`config.mk`:
```
export PLATFORM = sky130hd
export DESIGN_NAME = jpgs_stencil
export DESIGN_NICKNAME = d
export VERILOG_FILES = /design/src/design/jacobi_poisson_grid_solver_macros.svh /design/src/design/jpgs_pkg.sv /design/src/design/jpgs_stencil.sv
export SDC_FILE = /design/constraint.sdc
export NUM_CORES = 1
export LEC_CHECK = 0
export ABC_AREA = 0
export BUFFER_PORTS_ARGS = -buffer_cell sky130_fd_sc_hd__buf_2
export CAP_MARGIN = 20
export CORE_MARGIN = 2
export CORE_UTILIZATION = 48
export CTS_BUF_LIST = sky130_fd_sc_hd__clkbuf_4
export DETAILED_ROUTE_END_ITERATION = 12
export GPL_ROUTABILITY_DRIVEN = 1
export PLACE_DENSITY_LB_ADDON = 0.05
export SYNTH_ARGS = -nofsm -noshare
export SYNTH_HDL_FRONTEND = slang
export SYNTH_SLANG_ARGS = --single-unit
export TNS_END_PERCENT = 10
```
`constraint.sdc`:
```
create_clock -name clk -period 13.1 [get_ports clk]
set_input_delay 3.275 -clock clk [delete_from_list [all_inputs] [get_ports clk]]
set_output_delay 3.275 -clock clk [all_outputs]
set_load 0.01 [all_outputs]
```
`src/design/jacobi_poisson_grid_solver_macros.svh`:
```
// Assertion helpers for the solver module.
`ifndef JACOBI_POISSON_GRID_SOLVER_MACROS_SVH
`define JACOBI_POISSON_GRID_SOLVER_MACROS_SVH

// Same-cycle implication, disabled during reset.
`define JPGS_ASSERT_IMP(lbl, a, c) \
	lbl: assert property (@(posedge clk) disable iff (!arst_n) (a) |-> (c)) \
		else $error("jpgs assertion failed");

// Next-cycle implication, disabled during reset.
`define JPGS_ASSERT_NXT(lbl, a, c) \
	lbl: assert property (@(posedge clk) disable iff (!arst_n) (a) |=> (c)) \
		else $error("jpgs assertion failed");

`endif

```
`src/design/jpgs_pkg.sv`:
```
package jpgs_pkg;

	localparam int DATA_W = 32;
	localparam int ITER_W = 16;
	localparam int SIZE_W = 7;
	localparam int CMD_W = 2;
	localparam int COORD_W = 6;
	localparam int CFG_IDX_W = 1;
	localparam int CFG_DATA_W = 16;
	// Five Q16.16 terms summed exactly.
	localparam int SUM_W = 35;

	localparam logic [ITER_W-1:0] ITER_RESET = 16'd2000;
	localparam logic [SIZE_W-1:0] SIZE_RESET = 7'd50;

	localparam logic [CMD_W-1:0] CMD_WRITE = 2'd0;
	localparam logic [CMD_W-1:0] CMD_SOLVE = 2'd1;
	localparam logic [CMD_W-1:0] CMD_READ  = 2'd2;

	localparam logic [CFG_IDX_W-1:0] REG_ITER = 1'd0;
	localparam logic [CFG_IDX_W-1:0] REG_SIZE = 1'd1;

	localparam logic KIND_READ = 1'b0;
	localparam logic KIND_DONE = 1'b1;

	typedef struct packed {
		logic load;
		logic add;
	} stn_ctrl_t;

endpackage

```
`src/design/jpgs_stencil.sv`:
```
module jpgs_stencil import jpgs_pkg::*; (
	input  logic                     clk,
	input  stn_ctrl_t                ctrl,
	input  logic signed [DATA_W-1:0] pot_in,
	input  logic signed [DATA_W-1:0] src_in,
	output logic signed [DATA_W-1:0] result
);

	localparam int Q_W = SUM_W - 2;

	logic signed [SUM_W-1:0] acc_q;
	logic signed [SUM_W-1:0] sum;
	logic signed [Q_W-1:0]   quot;

	always_ff @(posedge clk) begin
		if (ctrl.load) begin
			acc_q <= SUM_W'(pot_in) - SUM_W'(src_in);
		end else if (ctrl.add) begin
			acc_q <= acc_q + SUM_W'(pot_in);
		end
	end

	// The shift by two floors the quotient; then clamp to 32 bits.
	always_comb begin
		sum = acc_q + SUM_W'(pot_in);
		quot = sum[SUM_W-1:2];
		if (quot > Q_W'(32'sh7fffffff)) begin
			result = 32'sh7fffffff;
		end else if (quot < Q_W'(-33'sh80000000)) begin
			result = 32'sh80000000;
		end else begin
			result = quot[DATA_W-1:0];
		end
	end

endmodule

```
==> flow_metrics.py <==
metrics = {
    "clock_tree": {
        "cts_buffer_depth": 2,
        "cts_resized": 0,
        "cts-root-buf": "clkbuf_4",
        "worstSkewPairLatency_ps": 370,
        "cts_hold_buf": 0,
        "tritoncts": "yes",
        "clkTransAtPathRegs_ps": 130,
        "cts_setup_buffers": 0,
        "numCtsBuffers": 5,
        "cts_sinks": 35,
        "htreeDepth": 2,
    },
    "logic_synthesis": {
        "synth_top_family_by_area": "compound AO/OA/AOI/OAI gates",
        "ys_ff_latch": 35,
        "async_flop_share_pct": 0,
        "synth_compound_area_share_pct": 25.2,
        "synth_xor_area_share_pct": 9.45,
        "synth_mux_area_share_pct": 3.94,
        "synth.yosys.seq_area_share_pct": 19.6,
        "synthCells": 641,
        "avgSynthCellArea_um2": 8.37,
        "synthFlopType": "edfxtp_1",
        "ys_types": 65,
        "netlist_area_um2": 5360,
        "synth_fp_nets": 776,
        "synth_edf_count": 35,
        "synth-simple-area-share_pct": 13.8,
        "synthAdderAreaFrac_pct": 22.6,
        "synth_warnings": 0,
    },
    "global_routing": {
        "track_usage_pct": 24.8,
        "antenna_found_initial": 0,
        "grt-ovfl-total": 0,
        "grt_start_max_net_pins": 36,
        "grt_pass1_wl_um": 23300,
        "first_global_vias": 4717,
    },
    "layout": {
        "diodes": 0,
        "reg_top3": "acc_q (35)",
        "final_core_util_pct": 56.2,
        "drive_gt1_share_pct": 23.3,
        "stdcell_area_um2": 6120,
        "nNetsFinal": 864,
        "top_register": "acc_q",
        "synthToLayoutAreaGrowth_pct": 14.1,
        "largest_reg_flops": 35,
    },
    "floorplan": {
        "die_x_um": 110,
        "pin_count": 99,
        "core_area_um2": 10900,
        "start_util_pct": 49.3,
        "die_y_um": 110,
        "rows": 38,
        "dieArea_um2": 12000,
    },
    "drt": {
        "ant_nets": 0,
        "initialDrtViolationCount": 285,
        "wl_um": 14600,
        "drc": 0,
        "num_vias": 5025,
        "viasPerCell": 5.78,
        "drt_first_pass_iters": 5,
        "wire_per_inst_um": 16.8,
    },
    "power": {
        "ir_worst_vdd_uv": 133,
        "combPwrFrac_pct": 79.6,
        "swShare_pct": 47.4,
        "p_per_area_nw_per_um2": 252,
        "clkPwrFrac_pct": 6.9,
        "switchingPower_uw": 730,
        "power.internal_uw": 811,
        "p_leak_uw": 0.00287,
        "seqPwrFrac_pct": 13.5,
    },
    "run_status": {
        "status": "completed",
    },
    "sta": {
        "fin_tns_setup_ps": 0,
        "max-slew-margin-rel_pct": 37.4,
        "rsz0062_at_grt": "no",
        "post-route-period-util_pct": 76.4,
        "max_freq_mhz": 99.9,
        "hold_viol_final": 0,
        "clock_skew_ps": 8.70,
        "whs_ps": 670,
        "slew_viol_final": 0,
        "tightest_slew_ps": 940,
        "setup_viol": 0,
        "finalCriticalPeriod_ps": 10010,
        "finalWorstSetupSlack_ps": 3090,
    },
    "critical_path": {
        "worst_path_max_delay_cell": "xnor2_4",
        "cp_data_arrival_time_ps": 6740,
        "critPathLaunchType": "primary input",
        "path_max_fanout": 19,
        "crit_path_cell_trace": "buf_2 -> ha_1 -> inv_1 -> fa_1 -> nand2b_1 -> a21o_1 -> a21oi_1 -> o21ai_2 -> a21oi_2 -> a311o_1 -> a21oi_2 -> xnor2_4 -> buf_4 -> maj3_2 -> buf_2",
        "critPathCaptureType": "output pin",
        "required_ps": 9820,
        "crit_type": "in2out",
        "cpPeakStageDelay_ps": 550,
    },
    "placed_design": {
        "place_area_um2": 5970,
        "port_buffers": 98,
        "gp_congestion": 0.918,
        "dpl_worst_slack_ps": 2900,
        "place_hpwl_um": 11600,
    },
    "job": {
        "drv_cap": 0,
    },
    "hold_path": {
        "worst_hold_path_type": "reg2reg",
    },
}
-- power groups by stage --
| stage | combinational, µW | sequential [µW] | clock, µW |
|---|---|---|---|
| floorplan | 893 | 205 | 0 |
| global placement | 1200 | 211 | 0 |
| detailed placement | 1210 | 211 | 0 |
| CTS | 1210 | 209 | 106 |
| global route | 1350 | 213 | 112 |
| finish | 1230 | 209 | 106 |
-- Yosys cell counts (all sizes together), types with 4 or more instances --
| cell | number | area share [%] |
|---|---|---|
| nand3b | 6 | 0.84 |
| a21o | 29 | 4.1 |
| xor2 | 15 | 2.4 |
| nand2b | 14 | 1.6 |
| nor2b | 4 | 0.47 |
| nor3 | 10 | 0.93 |
| buf | 4 | 0.72 |
| o31ai | 7 | 1.1 |
| o21bai | 9 | 1.3 |
| o21a | 12 | 1.7 |
| ha | 66 | 15 |
| inv | 52 | 3.6 |
| mux2 | 17 | 3.6 |
| a21bo | 4 | 0.75 |
| or2 | 5 | 0.58 |
| a211o | 4 | 0.65 |
| nand3 | 11 | 1.0 |
| xnor2 | 42 | 7.0 |
| nand4 | 8 | 0.93 |
| nor2 | 35 | 2.4 |
| o21ai | 38 | 3.6 |
| a311o | 4 | 0.75 |
| clkbuf | 16 | 1.1 |
| edfxtp | 35 | 20 |
| a21oi | 61 | 5.8 |
| maj3 | 31 | 6.4 |
| a31oi | 8 | 0.93 |
| nand2 | 50 | 3.5 |
-- through the flow --
| step | total power [µW] | instances |
|---|---|---|
| 2_1_floorplan | 1100 | 641 |
| 3_3_place_gp | 1410 | 860 |
| 5_1_grt | 1680 | 870 |
| 4_1_cts | 1530 | 868 |
| 6_report | 1540 | 870 |
| 3_5_place_dp | 1420 | 860 |
-- worst max-delay path: cells and delay by family --
| kind | cells | cell delay (ps) |
|---|---|---|
| AOI/OAI and AO/OA | 6 | 1160 |
| and+or+nand+nor | 1 | 200 |
| adders and majority gates | 3 | 840 |
| buffers and inverters | 4 | 680 |
| xor gates and xnor gates | 1 | 550 |
-- metal layers --
metal	global-route usage (%)	vias up	wire, µm	part of all wire, %
met5	0	-	0	0
met4	4.43	0	176	1.2
met3	3.26	14	655	4.5
met2	41.8	123	6870	47
met1	34.4	2354	6880	47
li1	-	2534	-	-
-- path summary, 6_finish.rpt --
kind	startpoint	to	slack [ps]	depth (start not counted)
min reg2reg	acc_q[0]$_DFFE_PP_	acc_q[0]$_DFFE_PP_	670	3
max	pot_in[0]	result[28]	3090	15
min	acc_q[0]$_DFFE_PP_	acc_q[0]$_DFFE_PP_	670	3
max reg2reg	acc_q[10]$_DFFE_PP_	acc_q[34]$_DFFE_PP_	9430	11
-- area by class of cell --
class,count,area [µm²]
well taps,140,175
flip-flops and latches,35,1050
fillers,1030,4770
clock inverters,2,60.1
repair buffers,101,546
multi-input cells,534,4050
inverters,52,195
clock buffers,6,45.0
-- cell families after synthesis --
logic type | Yosys count
AO/OA/AOI/OAI | 205
XOR/XNOR | 57
adder cells (fa/ha/maj) | 99
buffers and inverters | 72
flip-flops | 35
multiplexers | 19
AND/OR/NAND/NOR | 154
-- layout by cell type, fill, tap and decap left out, types with 3 or more instances in the layout --
cell       n
nand4_1    8
ha_1      66
o21ai_1    3
inv_1     51
maj3_1     3
o21a_1    12
or2_2      5
xnor2_1   41
nor2b_1    4
a311o_1    4
clkbuf_4   6
o211ai_1   3
mux2_2    17
a31oi_1    8
nand3_1   11
buf_2     98
o21ai_0   34
nand3b_1   6
nand2b_1  14
nor2_1    35
a21oi_1   59
nor3_1    10
and3_1     3
maj3_2    28
a211o_1    4
o31ai_1    6
edfxtp_1  35
a21o_1    29
a211oi_1   3
nand2_1   50
o22ai_1    3
xor2_1    14
o21bai_1   9
o221ai_1   3
Power figures use the tool's default switching activity.
